$ cat config.mk
export PLATFORM = sky130hd
export DESIGN_NAME = owtsc_frame
export DESIGN_NICKNAME = d
export VERILOG_FILES = /design/src/sv/owtsc_pkg.sv /design/src/sv/owtsc_frame.sv
export SDC_FILE = /design/constraint.sdc
export NUM_CORES = 1
export LEC_CHECK = 0
export BUFFER_PORTS_ARGS = -buffer_cell sky130_fd_sc_hd__buf_2
export CAP_MARGIN = 15
export CORE_MARGIN = 1.5
export CORE_UTILIZATION = 52
export DETAILED_ROUTE_END_ITERATION = 10
export PLACE_DENSITY_LB_ADDON = 0.15
export RECOVER_POWER = 50
export SLEW_MARGIN = 0
export SYNTH_ARGS = -nofsm -noshare
export SYNTH_HDL_FRONTEND = slang
export SYNTH_SLANG_ARGS = --single-unit
$ cat constraint.sdc
create_clock -name clk -period 9.6 [get_ports clk]
set_input_delay 1.92 -clock clk [delete_from_list [all_inputs] [get_ports clk]]
set_output_delay 1.92 -clock clk [all_outputs]
set_load 0.05 [all_outputs]
$ cat src/sv/owtsc_pkg.sv
// ----------------------------------------------------------------------------
// owtsc_pkg
// Shared types, constants and functions of the scratchpad checker.
// ----------------------------------------------------------------------------
package owtsc_pkg;

	localparam int FrameBytes = 9;
	localparam int CountW     = $clog2(FrameBytes + 1);

	typedef logic [CountW-1:0] count_t;

	// byte positions within a scratchpad read
	localparam count_t POS_TEMP_LSB   = count_t'(0);
	localparam count_t POS_TEMP_MSB   = count_t'(1);
	localparam count_t POS_ALARM_HIGH = count_t'(2);
	localparam count_t POS_ALARM_LOW  = count_t'(3);
	localparam count_t POS_CONF       = count_t'(4);
	localparam count_t POS_LAST       = count_t'(FrameBytes - 1);

	localparam logic [7:0] CRC_POLY = 8'h8C;

	localparam logic [7:0] RESET_ALARM_HIGH = 8'd30;
	localparam logic [7:0] RESET_ALARM_LOW  = 8'd15;
	localparam logic [7:0] RESET_CONF       = 8'((3 << 5) | 8'h1F);

	localparam int MagW = 11;

	// configuration register indexes
	typedef logic [1:0] cfg_idx_t;
	localparam cfg_idx_t REG_ALARM_HIGH = 2'd0;
	localparam cfg_idx_t REG_ALARM_LOW  = 2'd1;
	localparam cfg_idx_t REG_CONF       = 2'd2;

	typedef struct packed {
		logic [7:0] alarm_high;
		logic [7:0] alarm_low;
		logic [7:0] conf;
	} cfg_t;

	typedef struct packed {
		logic               status;
		logic [15:0]        raw_code;
		logic signed [11:0] temp_sixteenths;
	} result_t;

	// reflected CRC-8, one byte
	function automatic logic [7:0] crc_byte(input logic [7:0] crc, input logic [7:0] b);
		logic [7:0] v;
		v = crc ^ b;
		for (int i = 0; i < 8; i++) begin
			if (v[0]) begin
				v = (v >> 1) ^ CRC_POLY;
			end else begin
				v = v >> 1;
			end
		end
		return v;
	endfunction

	// two's-complement code to signed sixteenths; 16'h8000 decodes as zero
	function automatic logic signed [11:0] decode_sixteenths(input logic [15:0] code);
		logic            neg;
		logic [15:0]     c;
		logic [MagW-1:0] mag;
		logic [11:0]     mag_ext;
		neg     = code[15];
		c       = neg ? (~code + 16'd1) : code;
		mag     = c[MagW-1:0];
		mag_ext = {1'b0, mag};
		return neg ? signed'(12'd0 - mag_ext) : signed'(mag_ext);
	endfunction

endpackage

$ cat src/sv/owtsc_frame.sv
// ----------------------------------------------------------------------------
// owtsc_frame
// Frame state: byte count, CRC, field checks and the last good code.
// ----------------------------------------------------------------------------
module owtsc_frame (
	input  logic              clk,
	input  logic              arst_n,
	input  logic              step,
	input  logic [7:0]        rx_byte,
	input  logic              frame_start,
	input  owtsc_pkg::cfg_t   cfg,
	output logic              res_last,
	output owtsc_pkg::result_t res
);
	import owtsc_pkg::*;

	count_t      byte_count_q;
	logic [7:0]  crc_accum_q;
	logic [15:0] temp_bytes_q;
	logic        fields_match_q;
	logic [15:0] last_good_code_q;

	count_t      cnt_eff;
	logic [7:0]  crc_eff;
	logic [15:0] temp_eff;
	logic        match_eff;
	logic [7:0]  crc_next;
	logic [15:0] temp_next;
	logic        match_next;
	logic        good;
	logic [15:0] last_good_next;

	always_comb begin
		// frame_start drops any partial frame
		cnt_eff   = frame_start ? POS_TEMP_LSB : byte_count_q;
		crc_eff   = frame_start ? 8'd0 : crc_accum_q;
		temp_eff  = frame_start ? 16'd0 : temp_bytes_q;
		match_eff = frame_start ? 1'b1 : fields_match_q;

		crc_next   = crc_byte(crc_eff, rx_byte);
		temp_next  = temp_eff;
		match_next = match_eff;
		case (cnt_eff)
			POS_TEMP_LSB:   temp_next[7:0]  = rx_byte;
			POS_TEMP_MSB:   temp_next[15:8] = rx_byte;
			POS_ALARM_HIGH: match_next = match_eff && (rx_byte == cfg.alarm_high);
			POS_ALARM_LOW:  match_next = match_eff && (rx_byte == cfg.alarm_low);
			POS_CONF:       match_next = match_eff && (rx_byte == cfg.conf);
			default:        ;
		endcase

		res_last       = (cnt_eff == POS_LAST);
		good           = (crc_next == 8'd0) && match_next;
		last_good_next = good ? temp_next : last_good_code_q;

		res.status          = ~good;
		res.raw_code        = last_good_next;
		res.temp_sixteenths = decode_sixteenths(last_good_next);
	end

	always_ff @(posedge clk or negedge arst_n) begin
		if (!arst_n) begin
			byte_count_q     <= POS_TEMP_LSB;
			crc_accum_q      <= 8'd0;
			temp_bytes_q     <= 16'd0;
			fields_match_q   <= 1'b1;
			last_good_code_q <= 16'd0;
		end else if (step) begin
			if (res_last) begin
				byte_count_q     <= POS_TEMP_LSB;
				crc_accum_q      <= 8'd0;
				temp_bytes_q     <= 16'd0;
				fields_match_q   <= 1'b1;
				last_good_code_q <= last_good_next;
			end else begin
				byte_count_q   <= cnt_eff + count_t'(1);
				crc_accum_q    <= crc_next;
				temp_bytes_q   <= temp_next;
				fields_match_q <= match_next;
			end
		end
	end

endmodule

==> metrics, run 1 <==
Synth cell types 63; crit path launch type input port; Setup crit end res[9]; CTS max path bufs 2; Die ar. 8330 sq um; Yosys reg bits 45; FF-to-FF Start byte_count_q[2]; later-pin clock latency in the skew report 0.31 ns; max_slew headroom -0.276; Worst EP required 7.68 ns; final setup fails 0; dpl ws 0.156 ns; area grow syn2layout 12.5%; vias in the first global route 3729; Clock Root Buffer clkbuf_8; GRT Total Usage 0.268; CTS Hold Buffers Added 0; commonest non-fill, non-tap cells in the layout 64 x buf_2, 44 x dfrtp_1, 38 x nor2_1; Clock Pin Slew Worst Setup and Hold Paths 0.10 ns; syn avg cell area 8.15 sq um; number of flops mapped to enable cells by yosys 0; WP data arrival 7.27 ns; Num CTS Buffers 5; mapped cell area 4050 sq um; CP cell instances buf_2 -> inv_1 -> nand2_1 -> ha_1 -> buf_4 -> nand4bb_2 -> o211ai_1 -> and3_1 -> or4_1 -> nor4_4 -> o211a_4 -> mux2i_4 -> ha_2 -> nor2b_4 -> nand2b_1 -> a211oi_2 -> a21oi_1 -> or3b_1 -> mux2i_1 -> nand2_1 -> o31a_1 -> nor2_1 -> xnor2_2 -> buf_2; R2R setup slack 5.52 ns; fmax 109 MHz; final period utilization 0.957; CTS sink cnt 45; Fin Setup TNS 0 ns; core region area 7650 sq um; GP Congestion 0.893; synth warn 0; hold_sp last_good_code_q[10]; slowest cell on the critical path or4_1; Final ANT Viol Nets 0; worst setup path startpoint frame_start; worst r2r path cells 9; Starting Density 0.530; Top Ports 66; max cap viols 1; Vias/cell 6.08; Final Hold Fails 0; post-route cell area 4560 sq um; post-synthesis net count 537; Core Util, Final 0.596; Initial DRC Count 250; Seq/Total Area, Yosys 0.278; num rows 32; pin count of the biggest net entering global routing 46; RSZ-0062 raised after global routing no; CP endpoint kind output pin; Buffers on Ports 65; WL per Instance 16.9 um; share of synthesized registers carrying an async set or reset 1.00; commonest non-fill, non-tap cell in the layout buf_2; PwrDens 196 nW/um^2; Max stage delay on crit path 0.55 ns; outcome finished, violations left; antenna cell count 0; worst min path class reg -> reg; clock skew 0.00856 ns; Tmin final 9.19 ns; Pleak 2.17 nW; initial antenna violation count 0; DP HPWL 7970 um; fin. max-slew vios 35; CTS tree done; Main synth FF type dfrtp_1; Pre-Repair DR Iteration Count 5; Worst R2R End last_good_code_q[9]; crit-path max FO 11; critical path class in -> out; Synth area leader dfrtp_1; die width 91.3 um; DRC viols 0; first-pass GRT wire length 18200 um; Die Ht 91.3 um; post-synth top area share 0.272; grt ovf 0; H-Tree Depth 2; Peak VDD IR 160 uV; Cell Area, Placed 4450 sq um; cells after synthesis 497; drt total wl 10900 um; measured slew at the worst slew-check pin 1.91 ns; failing checks capacitance limit, slew limit; Synth area leaders dfrtp_1 27%, xnor2_1 6.9%, mux2_2 5.0%; final worst slack 0.413 ns; Via Count 3933; # nets final 584; layout cells sized above 1 0.215
-- final cells by class --
| type | instances | area (sq um) |
|---|---|---|
| multi-input cells | 385 | 2700 |
| inverters | 32 | 120 |
| fillers | 712 | 3090 |
| well taps | 102 | 128 |
| clock inverters | 3 | 25.0 |
| flip-flops and latches | 45 | 1130 |
| clock buffers | 5 | 68.8 |
| repair buffers | 75 | 392 |
-- flip-flops by register name (all words and copies together), names as in the netlist --
signal and cells:
last_good_code_q 16, temp_bytes_q 16, crc_accum_q 8, byte_count_q 4, fields_match_q 1
-- kinds of logic after synthesis --
group	synth area share
DFF	0.278
buffers and inverters	0.0710
muxes	0.0840
AOI/OAI and AO/OA	0.222
and+or+nand+nor	0.221
xor gates and xnor gates	0.111
adders and majority gates	0.0124
-- routing by layer --
layer | GRT usage | up-vias | part of all wire
met5 | 0 | - | 0
met4 | 0.0677 | 0 | 0.011
met3 | 0.0302 | 12 | 0.066
met2 | 0.444 | 157 | 0.47
met1 | 0.372 | 1880 | 0.45
li1 | - | 1884 | -
-- where the power goes --
| part | switching [mW] | total (mW) | internal (mW) |
|---|---|---|---|
| combinational | 0.295 | 0.494 | 0.200 |
| clock | 0.0755 | 0.128 | 0.0527 |
| sequential | 0.0382 | 0.269 | 0.231 |
-- cells in the mapped netlist, types with 3 or more instances --
cell / n
a31oi_1: 3
clkbuf_1: 18
nor3b_1: 3
o32ai_1: 5
dfrtp_1: 44
inv_1: 31
ha_1: 4
mux2i_1: 11
a32oi_1: 8
nor3_1: 12
o22ai_1: 14
nand2b_1: 6
buf_2: 9
xor2_1: 14
a22o_1: 16
nand3_1: 12
xnor2_1: 32
a211oi_1: 4
nand2_1: 37
o21ai_0: 17
and3_1: 23
or3_1: 8
o21ai_1: 4
nor4_1: 4
nor2_1: 39
nor2b_1: 6
mux2_2: 18
o21bai_1: 3
o211ai_1: 9
a21oi_1: 36
-- worst min-delay path by stage --
stage                            to  slack [ns]  depth (start not counted)
5_1_grt            temp_bytes_q[14]        0.53                          1
2_1_floorplan  last_good_code_q[10]        0.45                          2
3_5_place_dp        temp_bytes_q[9]        0.48                          1
3_3_place_gp   last_good_code_q[10]        0.47                          2
6_report       last_good_code_q[10]        0.51                          2
4_1_cts        last_good_code_q[10]        0.51                          2
-- per-stage QoR --
step | instances | hold WS [ns] | total power, mW
6_report | 647 | 0.507 | 0.892
5_1_grt | 647 | 0.533 | 0.958
4_1_cts | 646 | 0.507 | 0.886
3_5_place_dp | 638 | 0.479 | 0.755
3_3_place_gp | 638 | 0.466 | 0.743
2_1_floorplan | 497 | 0.451 | 0.651
-- what timing repair did --
| item | 4_1_cts | 5_1_grt |
|---|---|---|
| endpoints found under the hold margin | 0 | 0 |
| setup buffers | 0 | 0 |
| gates resized for setup | 0 | 5 |
| setup endpoints to repair | 0 | 5 |
-- worst max-delay path, delay by kind of cell --
family          cells  cell delay (ns)
fa+ha+maj           2             0.53
compound gates      5             1.05
simple gates       10             2.50
buf+inv             4             0.64
mux                 2             0.52
xor+xnor            1             0.12
(Power assumes the default switching activity.)
==> inputs of run 2 (changes only) <==
--- a/config.mk
+++ b/config.mk
@@ -6,9 +6,10 @@
 export NUM_CORES = 1
 export LEC_CHECK = 0
 export BUFFER_PORTS_ARGS = -buffer_cell sky130_fd_sc_hd__buf_2
-export CAP_MARGIN = 15
+export CAP_MARGIN = 20
+export CORE_ASPECT_RATIO = 0.7
 export CORE_MARGIN = 1.5
-export CORE_UTILIZATION = 52
+export CORE_UTILIZATION = 55
 export DETAILED_ROUTE_END_ITERATION = 10
 export PLACE_DENSITY_LB_ADDON = 0.15
 export RECOVER_POWER = 50
==> constraint.sdc (replaced) <==
create_clock -name clk -period 11.3 [get_ports clk]
set_input_delay 2.26 -clock clk [delete_from_list [all_inputs] [get_ports clk]]
set_output_delay 2.26 -clock clk [all_outputs]
set_load 0.05 [all_outputs]
==> run 2 against run 1 <==
Compared with the run above:
- the flow still finishes with violations (capacitance limit, slew limit)
- via count increased by 0.61%
- sequential cell count unchanged
- cell count decreased by 1.7%
- sequential share of layout area increased by 0.21 points
- clock-buffer cell count unchanged
- critical path depth unchanged
- register-to-register slack improved by 1.7 ns
- clock power increased by 17%
- worst hold slack got worse by 0.00053 ns
- final area decreased by 0.85%
- largest cell class unchanged
- largest power group unchanged
==> metrics, run 2 (synthesis results as in run 1) <==
M1 wire length 5010 um (was 4970 um); vias in the first global route 3718 (was 3729); worst setup path startpoint frame_start (unchanged); Pre-Repair DR Iteration Count 5 (unchanged); worst path bufs/invs 4 (unchanged); Worst R2R End last_good_code_q[9] (unchanged); clock skew 0.00942 ns (was 0.00856 ns); RSZ-0062 raised after global routing no (unchanged); WL per Instance 17.5 um (was 16.9 um); Via Count 3957 (was 3933); crit-path max FO 26 (was 11); layout cells sized above 1 0.199 (was 0.215); DRC viols 0 (unchanged); Initial DRC Count 313 (was 250); CTS tree done (unchanged); worst r2r path cells 12 (was 9); GRT Total Usage 0.294 (was 0.268); Clock Pin Slew Worst Setup and Hold Paths 0.10 ns (about the same); final period utilization 0.958; Hold EP temp_bytes_q[14] (was last_good_code_q[10]); CP cell instances clkbuf_4 -> clkinvlp_4 -> nand2_1 -> ha_1 -> nor4bb_1 -> buf_4 -> a32oi_1 -> and3_1 -> or4_4 -> nor4_4 -> o211a_1 -> mux2i_1 -> ha_2 -> nor2b_1 -> nand2b_1 -> a211oi_1 -> a21oi_1 -> or3b_1 -> mux2i_1 -> nand2_1 -> and3_1 -> nor3_1 -> a221o_1 -> buf_2 (was buf_2 -> inv_1 -> nand2_1 -> ha_1 -> buf_4 -> nand4bb_2 -> o211ai_1 -> and3_1 -> or4_1 -> nor4_4 -> o211a_4 -> mux2i_4 -> ha_2 -> nor2b_4 -> nand2b_1 -> a211oi_2 -> a21oi_1 -> or3b_1 -> mux2i_1 -> nand2_1 -> o31a_1 -> nor2_1 -> xnor2_2 -> buf_2); CTS Hold Buffers Added 0 (unchanged); outcome finished, violations left (unchanged); Clock Root Buffer clkbuf_8 (unchanged); commonest non-fill, non-tap cell in the layout buf_2 (unchanged); Largest regs last_good_code_q x16, temp_bytes_q x16, crc_accum_q x8 (unchanged); Die Ht 74.8 um (was 91.3 um); Worst EP required 9.04 ns (was 7.68 ns); antenna cell count 0 (unchanged); Max stage delay on crit path 0.52 ns (was 0.55 ns); pin count of the biggest net entering global routing 46 (unchanged); PwrDens 175 nW/um^2 (was 196 nW/um^2); drt total wl 11100 um (was 10900 um); area grow syn2layout 11.6% (was 12.5%); hold_sp temp_bytes_q[14] (was last_good_code_q[10]); R2R setup slack 7.24 ns (was 5.52 ns); met2 routed WL 4990 um (was 5120 um); H-Tree Depth 2 (unchanged); worst min path class reg -> reg (unchanged); DP HPWL 8170 um (was 7970 um); WHS Path Cells 1 (was 2); first-pass GRT wire length 18400 um (was 18200 um); Tmin final 10.82 ns; met3 wire len 987 um (was 727 um); Vias/cell 6.22 (was 6.08); max cap viols 1 (unchanged); Die ar. 7900 sq um (was 8330 sq um); slowest cell on the critical path or4_4 (was or4_1); final hold slack 0.506 ns (was 0.507 ns); Starting Density 0.583 (was 0.530); failing checks capacitance limit, slew limit (unchanged); Pleak 2.16 nW (was 2.17 nW); # nets final 581 (was 584); Worst path top cell family by delay simple AND/OR/NAND/NOR gates (unchanged); commonest non-fill, non-tap cells in the layout 63 x buf_2, 44 x dfrtp_1, 39 x nor2_1 (was 64 x buf_2, 44 x dfrtp_1, 38 x nor2_1); Final Hold Fails 0 (unchanged); die width 106 um (was 91.3 um); final setup fails 0 (unchanged); GP Congestion 0.883 (was 0.893); grt ovf 0 (unchanged); fin. max-slew vios 38 (was 35); CTS sink cnt 45 (unchanged); Fin Setup TNS 0 ns (unchanged); Num CTS Buffers 5 (unchanged); Final ANT Viol Nets 0 (unchanged); Top Ports 66 (unchanged); num rows 25 (was 32); max_slew headroom -0.408 (was -0.276); core region area 6940 sq um (was 7650 sq um); CTS max path bufs 2 (unchanged); CP endpoint kind output pin (unchanged); FF-to-FF Start byte_count_q[1] (was byte_count_q[2]); later-pin clock latency in the skew report 0.31 ns (about the same); fmax 92.4 MHz; WP data arrival 8.56 ns (was 7.27 ns); critical path class in -> out (unchanged); measured slew at the worst slew-check pin 2.11 ns (was 1.91 ns); uppermost layer routed met4 (unchanged); Buffers on Ports 65 (unchanged); Peak VDD IR 90.3 uV (was 160 uV); crit path launch type input port (unchanged); initial antenna violation count 0 (unchanged)
-- run 2: cell count changes in the layout (fill, tap and decap cells not counted), moves of 2 or more --
cell and change:
bufinv_16 +2, mux2i_1 +2, mux2i_4 -2, buf_4 -2
-- run 2: layout make-up --
class	instances	area, sq um
Multi-Input combinational cell	385	2640
Clock buffer	5	68.8
Tap cell	94	118
Sequential cell	45	1130
Inverter	32	124
Fill cell	628	2420
Clock inverter	3	68.8
Timing Repair Buffer	72	375
-- run 2: worst max-delay path by stage --
| stage | end | slack (ns) | cells past startpoint |
|---|---|---|---|
| 2_1_floorplan | res[9] | 0.46 | 28 |
| 3_3_place_gp | res[9] | 0.69 | 24 |
| 3_5_place_dp | res[10] | 0.35 | 24 |
| 4_1_cts | res[10] | 0.31 | 24 |
| 5_1_grt | res[10] | 0.01 | 24 |
| 6_report | res[10] | 0.48 | 24 |
-- run 2: timing repair --
item,in CTS,in global routing
hold endpoints to repair,0,0
resized for setup,0,3
setup endpoints to repair,0,4
buffers inserted,0,3
-- run 2: report_power, final --
part	switching (mW)	internal [mW]	leakage (nW)	total [mW]
sequential	0.0337	0.196	0.591	0.230
combinational	0.247	0.161	1.50	0.409
clock	0.0613	0.0891	0.0687	0.150
-- run 2: per-layer routing --
| layer | vias to the layer above | global-route usage |
|---|---|---|
| li1 | 1880 | - |
| met1 | 1866 | 0.409 |
| met2 | 193 | 0.484 |
| met3 | 18 | 0.0580 |
| met4 | 0 | 0.0646 |
| met5 | - | 0 |
-- run 2: through the flow --
| stage | std cells | util | setup WS, ns | area, sq um | power [mW] |
|---|---|---|---|---|---|
| after floorplan | 497 | - | 0.464 | 4050 | 0.549 |
| after global placement | 624 | 0.626 | 0.694 | 4350 | 0.623 |
| after detailed placement | 624 | 0.626 | 0.349 | 4350 | 0.632 |
| after CTS | 632 | 0.646 | 0.306 | 4490 | 0.784 |
| after global routing | 636 | 0.651 | 0.0120 | 4520 | 0.850 |
| final | 636 | 0.651 | 0.480 | 4520 | 0.789 |
